--- src/rtl/uvs_pkg.sv ---
// ----------------------------------------------------------------------------
// uvs_pkg
// shared types and codes for the unique value stack
// ----------------------------------------------------------------------------
package uvs_pkg;

  // item kinds
  localparam logic KIND_INSERT = 1'b0;
  localparam logic KIND_REMOVE = 1'b1;

  // cells per group in the match reduction tree
  localparam int GROUP_SIZE = 8;

  // shift control broadcast to every cell
  typedef struct packed {
    logic push;  // shift toward higher index, cell 0 takes the new value
    logic pop;   // shift toward lower index, newest entry drops out
  } uvs_shift_t;

endpackage

--- src/rtl/uvs_cell.sv ---
// ----------------------------------------------------------------------------
// uvs_cell
// one storage cell: holds an entry, shifts with its neighbors, compares
// ----------------------------------------------------------------------------
module uvs_cell import uvs_pkg::*; #(
  parameter int VALUE_BITS = 16
) (
  input  logic                  clk,
  input  uvs_shift_t            shift,
  input  logic                  occupied,
  input  logic [VALUE_BITS-1:0] left_val,
  input  logic [VALUE_BITS-1:0] right_val,
  input  logic                  cmp_en,
  input  logic [VALUE_BITS-1:0] cmp_val,
  output logic [VALUE_BITS-1:0] val,
  output logic                  match
);

  logic [VALUE_BITS-1:0] value_r;
  logic                  match_r;

  always_ff @(posedge clk) begin
    if (shift.push) begin
      value_r <= left_val;
    end else if (shift.pop) begin
      value_r <= right_val;
    end
  end

  // hit only counts for an entry that is in the list
  always_ff @(posedge clk) begin
    if (cmp_en) begin
      match_r <= occupied && (value_r == cmp_val);
    end
  end

  assign val   = value_r;
  assign match = match_r;

endmodule

--- src/rtl/uvs_match_tree.sv ---
// ----------------------------------------------------------------------------
// uvs_match_tree
// registered or-reduction of the per-cell hit bits
// ----------------------------------------------------------------------------
module uvs_match_tree import uvs_pkg::*; #(
  parameter int CAPACITY = 64
) (
  input  logic                clk,
  input  logic [CAPACITY-1:0] hits,
  output logic                any_hit
);

  localparam int NUM_GROUPS = (CAPACITY + GROUP_SIZE - 1) / GROUP_SIZE;

  logic [NUM_GROUPS-1:0] group_r;
  logic [NUM_GROUPS-1:0] group_nxt;

  always_comb begin
    group_nxt = '0;
    for (int g = 0; g < NUM_GROUPS; g++) begin
      for (int k = 0; k < GROUP_SIZE; k++) begin
        if (g * GROUP_SIZE + k < CAPACITY) begin
          group_nxt[g] = group_nxt[g] | hits[g * GROUP_SIZE + k];
        end
      end
    end
  end

  always_ff @(posedge clk) begin
    group_r <= group_nxt;
  end

  assign any_hit = |group_r;

endmodule

--- src/rtl/unique_value_stack_core.sv ---
// ----------------------------------------------------------------------------
// unique_value_stack_core
// insertion-ordered list of unique values held in a chain of shift cells
// ----------------------------------------------------------------------------
//
//   channel | direction | ports                                   | handshake
//   --------+-----------+-----------------------------------------+--------------
//   in      | input     | in_kind, in_value                       | in_valid/in_stall
//   out     | output    | out_duplicate, out_overflow,            | out_valid/out_stall
//           |           | out_entry_count, out_is_empty           |
//
// per item: the accepting edge latches the per-cell compares, the next edge
// registers the grouped or of the hits, and the decide edge, once the result
// slot is free, decides, shifts the cell chain and loads the result register
// one item is in flight at a time; in_stall is high from the accepting edge
// until its result is loaded
// a stalled result holds the block in the decide step until the slot frees;
// the next item may be accepted while a loaded result still waits
// reset clears only the entry count and the control state; cells hold no
// valid bits since occupancy follows from the count
//
module unique_value_stack_core import uvs_pkg::*; #(
  parameter int CAPACITY   = 64,
  parameter int VALUE_BITS = 16
) (
  input  logic                          clk,
  input  logic                          rst_n,
  // input channel
  input  logic                          in_valid,
  output logic                          in_stall,
  input  logic                          in_kind,
  input  logic [VALUE_BITS-1:0]         in_value,
  // result channel
  output logic                          out_valid,
  input  logic                          out_stall,
  output logic                          out_duplicate,
  output logic                          out_overflow,
  output logic [$clog2(CAPACITY+1)-1:0] out_entry_count,
  output logic                          out_is_empty
);

  localparam int CNT_W = $clog2(CAPACITY + 1);

  // phase codes
  localparam logic [1:0] PH_IDLE   = 2'd0;  // ready for a transfer
  localparam logic [1:0] PH_REDUCE = 2'd1;  // hit bits being or-ed into groups
  localparam logic [1:0] PH_DECIDE = 2'd2;  // apply the item, load the result

  localparam logic [CNT_W-1:0] CAP_CNT = CNT_W'(CAPACITY);

  logic [1:0]            phase_r, phase_nxt;
  logic [CNT_W-1:0]      count_r, count_nxt;
  logic                  kind_r;
  logic [VALUE_BITS-1:0] value_r;

  logic                  out_valid_r, out_valid_nxt;
  logic                  out_dup_r, out_ovf_r, out_empty_r;
  logic [CNT_W-1:0]      out_count_r;

  logic                  accept;
  logic                  commit;
  logic                  any_hit;
  logic                  dup, ovf;
  uvs_shift_t            shift;

  logic [CAPACITY-1:0]   hits;
  logic [VALUE_BITS-1:0] cell_val [CAPACITY];

  // ---------------------------------------------------------------------------
  // handshake
  // ---------------------------------------------------------------------------
  assign accept   = in_valid && !in_stall;
  assign in_stall = (phase_r != PH_IDLE);

  // decide only when the result register is free or being emptied this cycle
  assign commit = (phase_r == PH_DECIDE) && (!out_valid_r || !out_stall);

  // ---------------------------------------------------------------------------
  // item capture; compare against the new value happens in the cells
  // ---------------------------------------------------------------------------
  always_ff @(posedge clk) begin
    if (accept) begin
      kind_r  <= in_kind;
      value_r <= in_value;
    end
  end

  // ---------------------------------------------------------------------------
  // cell chain: cell 0 holds the newest entry
  // ---------------------------------------------------------------------------
  for (genvar i = 0; i < CAPACITY; i++) begin : g_cell
    localparam logic [CNT_W-1:0] IDX = CNT_W'(i);
    logic [VALUE_BITS-1:0] left_val;
    logic [VALUE_BITS-1:0] right_val;

    if (i == 0) begin : g_head
      assign left_val = value_r;
    end else begin : g_body
      assign left_val = cell_val[i-1];
    end

    if (i == CAPACITY - 1) begin : g_tail
      assign right_val = '0;
    end else begin : g_link
      assign right_val = cell_val[i+1];
    end

    uvs_cell #(
      .VALUE_BITS (VALUE_BITS)
    ) u_cell (
      .clk       (clk),
      .shift     (shift),
      .occupied  (IDX < count_r),
      .left_val  (left_val),
      .right_val (right_val),
      .cmp_en    (accept),
      .cmp_val   (in_value),
      .val       (cell_val[i]),
      .match     (hits[i])
    );
  end

  // ---------------------------------------------------------------------------
  // hit reduction, one register stage of groups
  // ---------------------------------------------------------------------------
  uvs_match_tree #(
    .CAPACITY (CAPACITY)
  ) u_match_tree (
    .clk     (clk),
    .hits    (hits),
    .any_hit (any_hit)
  );

  // ---------------------------------------------------------------------------
  // decide: duplicate test before full test, remove on empty does nothing
  // ---------------------------------------------------------------------------
  always_comb begin
    dup        = 1'b0;
    ovf        = 1'b0;
    shift.push = 1'b0;
    shift.pop  = 1'b0;
    count_nxt  = count_r;
    if (commit) begin
      unique case (kind_r)
        KIND_INSERT: begin
          priority if (any_hit) begin
            dup = 1'b1;
          end else if (count_r == CAP_CNT) begin
            ovf = 1'b1;
          end else begin
            shift.push = 1'b1;
            count_nxt  = count_r + CNT_W'(1);
          end
        end
        KIND_REMOVE: begin
          if (count_r != '0) begin
            shift.pop = 1'b1;
            count_nxt = count_r - CNT_W'(1);
          end
        end
        default: begin
          count_nxt = count_r;
        end
      endcase
    end
  end

  // ---------------------------------------------------------------------------
  // phase sequencing
  // ---------------------------------------------------------------------------
  always_comb begin
    phase_nxt = phase_r;
    unique case (phase_r)
      PH_IDLE:   if (accept) phase_nxt = PH_REDUCE;
      PH_REDUCE: phase_nxt = PH_DECIDE;
      PH_DECIDE: if (commit) phase_nxt = PH_IDLE;
      default:   phase_nxt = PH_IDLE;
    endcase
  end

  always_comb begin
    out_valid_nxt = out_valid_r;
    if (commit) begin
      out_valid_nxt = 1'b1;
    end else if (out_valid_r && !out_stall) begin
      out_valid_nxt = 1'b0;
    end
  end

  always_ff @(posedge clk) begin
    if (!rst_n) begin
      phase_r     <= PH_IDLE;
      count_r     <= '0;
      out_valid_r <= 1'b0;
    end else begin
      phase_r     <= phase_nxt;
      count_r     <= count_nxt;
      out_valid_r <= out_valid_nxt;
    end
  end

  // result register, loaded on the decide step
  always_ff @(posedge clk) begin
    if (commit) begin
      out_dup_r   <= dup;
      out_ovf_r   <= ovf;
      out_count_r <= count_nxt;
      out_empty_r <= (count_nxt == '0);
    end
  end

  assign out_valid       = out_valid_r;
  assign out_duplicate   = out_dup_r;
  assign out_overflow    = out_ovf_r;
  assign out_entry_count = out_count_r;
  assign out_is_empty    = out_empty_r;

  // ---------------------------------------------------------------------------
  // assertions
  // ---------------------------------------------------------------------------
  a_count_bound: assert property (@(posedge clk) disable iff (!rst_n)
    count_r <= CAP_CNT)
    else $error("entry count above capacity");

  a_shift_excl: assert property (@(posedge clk) disable iff (!rst_n)
    !(shift.push && shift.pop))
    else $error("push and pop in the same cycle");

  a_accept_seq: assert property (@(posedge clk) disable iff (!rst_n)
    accept |=> (phase_r == PH_REDUCE) ##1 (phase_r == PH_DECIDE))
    else $error("item did not walk through reduce and decide");

  a_commit_out: assert property (@(posedge clk) disable iff (!rst_n)
    commit |=> out_valid && (out_is_empty == (out_entry_count == '0)))
    else $error("result not presented after decide");

endmodule
--- config.mk ---
export PLATFORM = sky130hd
export DESIGN_NAME = unique_value_stack_core
export DESIGN_NICKNAME = d
export VERILOG_FILES = /design/src/rtl/uvs_pkg.sv /design/src/rtl/uvs_cell.sv /design/src/rtl/uvs_match_tree.sv /design/src/rtl/unique_value_stack_core.sv
export SDC_FILE = /design/constraint.sdc
export NUM_CORES = 2
export LEC_CHECK = 0
export BUFFER_PORTS_ARGS = -buffer_cell sky130_fd_sc_hd__clkbuf_2
export CAP_MARGIN = 20
export CORE_ASPECT_RATIO = 1.2
export CORE_MARGIN = 1.5
export CORE_UTILIZATION = 55
export DETAILED_ROUTE_END_ITERATION = 16
export PLACE_DENSITY = 0.69
export SETUP_SLACK_MARGIN = 0.15
export SLEW_MARGIN = 15
export SYNTH_ARGS = -nofsm -noshare
export SYNTH_HDL_FRONTEND = slang
export SYNTH_SLANG_ARGS = --single-unit
--- constraint.sdc ---
create_clock -name clk -period 90.3 [get_ports clk]
set_input_delay 18.06 -clock clk [delete_from_list [all_inputs] [get_ports clk]]
set_output_delay 18.06 -clock clk [all_outputs]
set_load 0.03 [all_outputs]
# Word level (Yosys, flattened, before mapping)
# Index checks and enable logic that the tools add are counted.
[classes] n_addsub=2 n_mul=0 div=0 order_cmp=64 n_eq_ne=69 n_shift=0 n_mux=146 bitwise_logic=57 n_reduce_logical=80
[op_table] op="16-bit two-way mux" count=128
[op_table] op="16-bit equality test" count=64
[op_table] op="6-bit by 7-bit less-than comparator with 1-bit output, first input constant" count=32
[op_table] op="5-bit by 7-bit less-than comparator with 1-bit output, first input constant" count=16
[op_table] op="1-bit logical AND" count=67
[op_table] op="4-bit by 7-bit less-than comparator with 1-bit output, first input constant" count=8
[op_table] op="1-bit bitwise OR" count=56
[op_table] op="3-bit by 7-bit less-than comparator with 1-bit output, first input constant" count=4
[op_table] op="7-bit two-way mux" count=4
[op_table] op="1-bit by 7-bit less-than comparator with 1-bit output, first input constant" count=2
[op_table] op="2-bit by 7-bit less-than comparator with 1-bit output, first input constant" count=2
[op_table] op="7-bit case mux with 2 select lines" count=1
[op_table] op="1-bit two-way mux" count=9
[op_table] op="9-bit OR reduction" count=1
[op_table] op="8-bit OR reduction" count=1
[op_table] op="7-bit by 1-bit adder with 7-bit output, second input constant" count=1
[op_table] op="7-bit equality test, second input constant" count=1
[op_table] op="7-bit logical NOT" count=1
[op_table] op="7-bit nonzero test" count=1
[op_table] op="7-bit by 1-bit subtractor with 7-bit output, second input constant" count=1
[op_table] op="2-bit two-way mux" count=3
[op_table] op="2-bit case mux with 3 select lines" count=1
[op_table] op="2-bit nonzero test" count=3
[op_table] op="2-bit != test, second input constant" count=2
[op_table] op="other kinds (7)" count=9
[totals] regBits=1133 latch_bits=0 mem_bits_rw=0 mem_bits_ro=0 output_inout_bits=12 memories=0

# Depth between registers and ports, before layout
[depth] ltp_word=7 mapped_depth=10

# Cells and area by module
# A second synthesis with hierarchy kept.
[hier_totals] hier_cells=3974 area_unflattened_um2=59274.3
[modules_own_cells] module="uvs_cell" instances=64 cells_per_inst=58 area_per_inst_um2=888.4 seq_area_each_um2=510.5
[modules_own_cells] module="unique_value_stack_core" instances=1 cells_per_inst=227 area_per_inst_um2=2113.3 seq_area_each_um2=1011.0
[modules_own_cells] module="uvs_match_tree" instances=1 cells_per_inst=35 area_per_inst_um2=306.5 seq_area_each_um2=160.2

# Worst setup path after synthesis
# Ideal clock, no wire load.
[synth_path] kind="in2reg" startpoint="input port out_stall" endpoint="register out_count_r[0], in the netlist out_entry_count[0], data pin" setup_ns=2.958 arrival_ns=88.048 required_time_ns=87.342 setup_slack_ns=-0.705 path_stages=5 n_path_buf=1 path_cell_list="nand2_1 -> nand2_1 -> clkbuf_1 -> nor3_1 -> xnor2_1"
[synth_between] elab_chain_len=4
[synth_rtl] item="start, declared" line_no="unique_value_stack_core.sv:35" rtl="input logic out_stall,"
[synth_rtl] item="1-bit logical NOT" line_no="unique_value_stack_core.sv:76" rtl="assign commit = (phase_r == PH_DECIDE) && (!out_valid_r || !out_stall);"
[synth_rtl] item="1-bit logical OR" line_no="unique_value_stack_core.sv:76"
[synth_rtl] item="1-bit logical AND" line_no="unique_value_stack_core.sv:76"
[synth_rtl] item="7-bit two-way mux" line_no="unique_value_stack_core.sv:143" rtl="if (commit) begin"
[synth_rtl] item="net count_nxt[0]" line_no="unique_value_stack_core.sv:52" rtl="logic [CNT_W-1:0] count_r, count_nxt;"
[synth_rtl] item="end signal, assigned" line_no="unique_value_stack_core.sv:207" rtl="out_count_r <= count_nxt;"
[synth_rtl] item="end, declared" line_no="unique_value_stack_core.sv:58" rtl="logic [CNT_W-1:0] out_count_r;"
# The timed path passes the listed nets, and every way through them passes these cells.
# A chain may end at the register's enable or synchronous reset.

# Final worst setup path
[layout_path] startpoint="input port out_stall" endpoint="register g_cell[30].u_cell.value_r[15], data pin"
[layout_between] elab_chain_len=5
[layout_rtl] item="1-bit logical NOT" line_no="unique_value_stack_core.sv:76"
[layout_rtl] item="1-bit logical OR" line_no="unique_value_stack_core.sv:76"
[layout_rtl] item="1-bit logical AND" line_no="unique_value_stack_core.sv:76"
[layout_rtl] item="net commit" line_no="unique_value_stack_core.sv:61" rtl="logic commit;"
[layout_rtl] item="2-bit two-way mux" line_no="unique_value_stack_core.sv:143"
[layout_rtl] item="16-bit two-way mux" line_no="uvs_cell.sv:23" rtl="if (shift.push) begin"
[layout_rtl] item="end signal, assigned" line_no="uvs_cell.sv:24" rtl="value_r <= left_val;"
[layout_rtl] item="end signal, assigned" line_no="uvs_cell.sv:26" rtl="value_r <= right_val;"
[layout_rtl] item="end, declared" line_no="uvs_cell.sv:19" rtl="logic [VALUE_BITS-1:0] value_r;"
# The timed path passes the listed nets, and every way through them passes these cells.

==> out/summary.txt <==
status -> finished, violations left
failing checks -> DRC
Mapped Cells -> 3,985
Max VDD drop -> 0.0000165 V
Post-synth top flop -> edfxtp_1
Post-Place Cells -> 5,223
1st-iter DRT viols -> 3,099
Routed wire per std cell -> 27.6 um
Synth Area in Compound Gates -> 0.889%
Worst path slowest cell -> and3_4
hold_buf cts -> 0
die width -> 302 um
worst skew pair latency -> 0.73 ns
Post-DP Area -> 60,100 um^2
most used cell, CP -> buf_4
DP HPWL -> 101,000 um
syn nets -> 4,009
H-Tree Depth -> 3
core area -> 106,000 um^2
distinct cell type count of the synthesized netlist -> 52
crit path kind -> input pin to flip-flop
Synth Area in Adders -> 0.0635%
IO Port Bufs -> 32
Root Driver -> clkbuf_16
area grow syn2layout -> 7.82%
Post-Syn Area per Cell -> 14.8 um^2
num rows -> 131
first-pass GRT wire length -> 222,000 um
synthesis warning total -> 0
minimum clock period after layout -> 22.76 ns
number of flops mapped to enable cells by yosys -> 1,115
post-route cell area -> 63,700 um^2
CP max FO -> 78
worst min-delay path class -> flip-flop to flip-flop
simple-gate share of the synthesized area -> 4.80%
CP required -> 90.76 ns
setup tns final -> 0 ns
clk_skew -> 0.0292 ns
startpoint types -> input pin
slowest stage delay, CP -> 0.93 ns
Final period util -> 25.2%
Slew headroom -> 20.9%
hold path cells -> 2
arrival time at the worst endpoint -> 23.22 ns
vias -> 32,900
Hold Slack -> 0.450 ns
fin worst setup slack -> 67.54 ns
FMAX -> 0.0439 GHz
worst-margin pin slew -> 1.19 ns
register area share after synthesis -> 57.3%
largest family of logic cells by synthesized area -> multiplexers
TritonCTS clock tree -> yes
synthesis-stage register bit count -> 1,133
Routed WL -> 150,000 um
fraction of final layout cells sized beyond drive strength 1 -> 26.4%
Layout Cells excl Fill -> 5,437
DRC -> 6
fin nets -> 3,970
final setup vio count -> 0
Critical Path Stages -> 9
Final ANT Viol Nets -> 0
unrepaired setup endpoints after global routing -> no
die height -> 362 um
TritonCTS Buffers -> 116
largest net degree at the start of global routing -> 180
reg2reg path depth -> 8
Initial Util -> 55.6%
# clock sinks -> 1,133
mapped cell area -> 59,100 um^2
Hold Fails Final Rpt -> 0
die area -> 109,000 um^2
Top Ports -> 33
critical path's top delay family -> buffers and inverters
leakage -> 19.0 nW
gpl congestion -> 0.814
TritonRoute pass-1 iters -> 13
total of max-cap violations -> 0
number of global-route vias before repair -> 33,300
Resize count post-CTS -> 0
Post-synth ARST share -> 0%
Critical Path Sink Type -> flip-flop
Post-Synth XOR/XNOR Area -> 15.2%
number of vias per cell -> 6.04
cell area power density -> 17.3 nW/um^2
CP cell instances -> clkbuf_2 > nand2_1 > nand2_1 > inv_1 > and3_4 > buf_4 > buf_4 > buf_4 > mux2_2
initial antenna violation count -> 4
final slew viol count -> 0
setup repair bufs after CTS -> 0
gr ovfl total -> 0
Critical path buffers and inverters -> 5
mux contribution to synthesized area -> 19.2%
dpl ws -> 66.92 ns
Tot GR Track Use -> 27.3%
clock tree buffer depth -> 3
Worst-path clk slew -> 0.06 ns
-- area by class of cell --
type / count / area (um^2)
multi-input cells: 2598 / 23800
clock inverters: 47 / 422
flip-flops and latches: 1133 / 33800
well taps: 1396 / 1750
diodes: 3 / 7.51
clock buffers: 163 / 3170
repair buffers: 91 / 731
inverters: 6 / 22.5
fillers: 8316 / 42700
-- cells by family (layout without fill, tap and decap cells) --
logic type                 Yosys count  in the layout
buffers and inverters              254            307
other                                0              3
adders and majority gates            3              3
muxes                             1009           1009
and+or+nand+nor                    484            484
xor gates and xnor gates          1026           1026
AOI/OAI and AO/OA                   76             76
DFF                               1133           1133
-- cells in the mapped netlist, types with 3 or more instances --
| cell type | number | area (um^2) |
|---|---|---|
| or2_2 | 3 | 18.8 |
| xor2_1 | 657 | 5750 |
| o21ai_0 | 13 | 65.1 |
| edfxtp_1 | 1115 | 33500 |
| nor2_1 | 32 | 120 |
| nand3_1 | 45 | 225 |
| nand4_1 | 96 | 601 |
| buf_6 | 12 | 135 |
| clkbuf_1 | 59 | 221 |
| buf_8 | 12 | 180 |
| ha_1 | 3 | 37.5 |
| buf_4 | 75 | 563 |
| nor3_1 | 15 | 75.1 |
| nor4_1 | 221 | 1380 |
| buf_1 | 48 | 180 |
| inv_1 | 6 | 22.5 |
| nand2_1 | 25 | 93.8 |
| mux2_1 | 200 | 2250 |
| buf_2 | 42 | 210 |
| mux2_2 | 808 | 9100 |
| xnor2_1 | 369 | 3230 |
| dfxtp_1 | 18 | 360 |
| and2_1 | 28 | 175 |
| o2111ai_1 | 19 | 166 |
| and3_1 | 4 | 25.0 |
| a21oi_1 | 19 | 95.1 |
| a211oi_1 | 5 | 37.5 |
-- routing by layer --
metal  vias up  track usage (%)  part of all wire (%)
li1      14900                -                     -
met1     16900             35.9                    41
met2       903             46.9                    51
met3       204             3.18                   5.0
met4         0             9.14                   3.1
met5         -                0                     0
-- path summary, 6_finish.rpt --
path                                              start                         to  slack, ns
worst max-delay path                          out_stall  g_cell[30].u_cell.val[15]      67.54
worst min-delay path            g_cell[10].u_cell.match    u_match_tree.group_r[1]       0.45
worst max register to register               phase_r[1]  g_cell[30].u_cell.val[15]      84.45
worst min register to register  g_cell[10].u_cell.match    u_match_tree.group_r[1]       0.45
-- tightest hold or removal path, cell delays in order, from the launching register on --
cell	delay [ns]
edfxtp_1	0.32
nor4_1	0.05
nand2_1	0.06
-- state kept, by name (all words and copies together), names as in the netlist, 2 cells and up --
name	count
u_match_tree.group_r	8
out_entry_count	7
count_r	7
g_cell.u_cell.val	1024
g_cell.u_cell.match	64
g_cell.left_val	16
phase_r	2
-- per-stage QoR --
stage	util (%)	total power, mW
6_report	59.9	1.10
5_1_grt	59.9	1.13
4_1_cts	59.9	1.11
3_5_place_dp	56.5	0.644
3_3_place_gp	56.5	0.643
2_1_floorplan	-	0.634
-- report_power, final --
| part | internal (mW) | total [mW] | switching, mW |
|---|---|---|---|
| registers | 0.577 | 0.582 | 0.00413 |
| logic | 0.0170 | 0.0510 | 0.0340 |
| clock network | 0.263 | 0.469 | 0.206 |
-- cells in the final DEF (no fill, tap or decap), types with 7 or more instances in the layout --
master     synthesis  routed
clkinv_1           0      17
o2111ai_1         19      19
edfxtp_1        1115    1115
o21ai_0           13      13
nand2_1           25      25
nor2_1            32      30
dfxtp_1           18      18
xnor2_1          369     369
a21oi_1           19      19
clkbuf_8           0       7
mux2_1           200     200
mux2_2           808     808
nor3_1            15      14
clkbuf_1          59      39
buf_12             0       7
clkbuf_2           0      16
bufinv_16          0       7
nand4_1           96      96
nand3_1           45      45
and2_1            28      28
clkbuf_16          0     117
buf_4             75      68
nor4_1           221     220
clkinv_2           0      17
xor2_1           657     657
(Power assumes the default switching activity.)
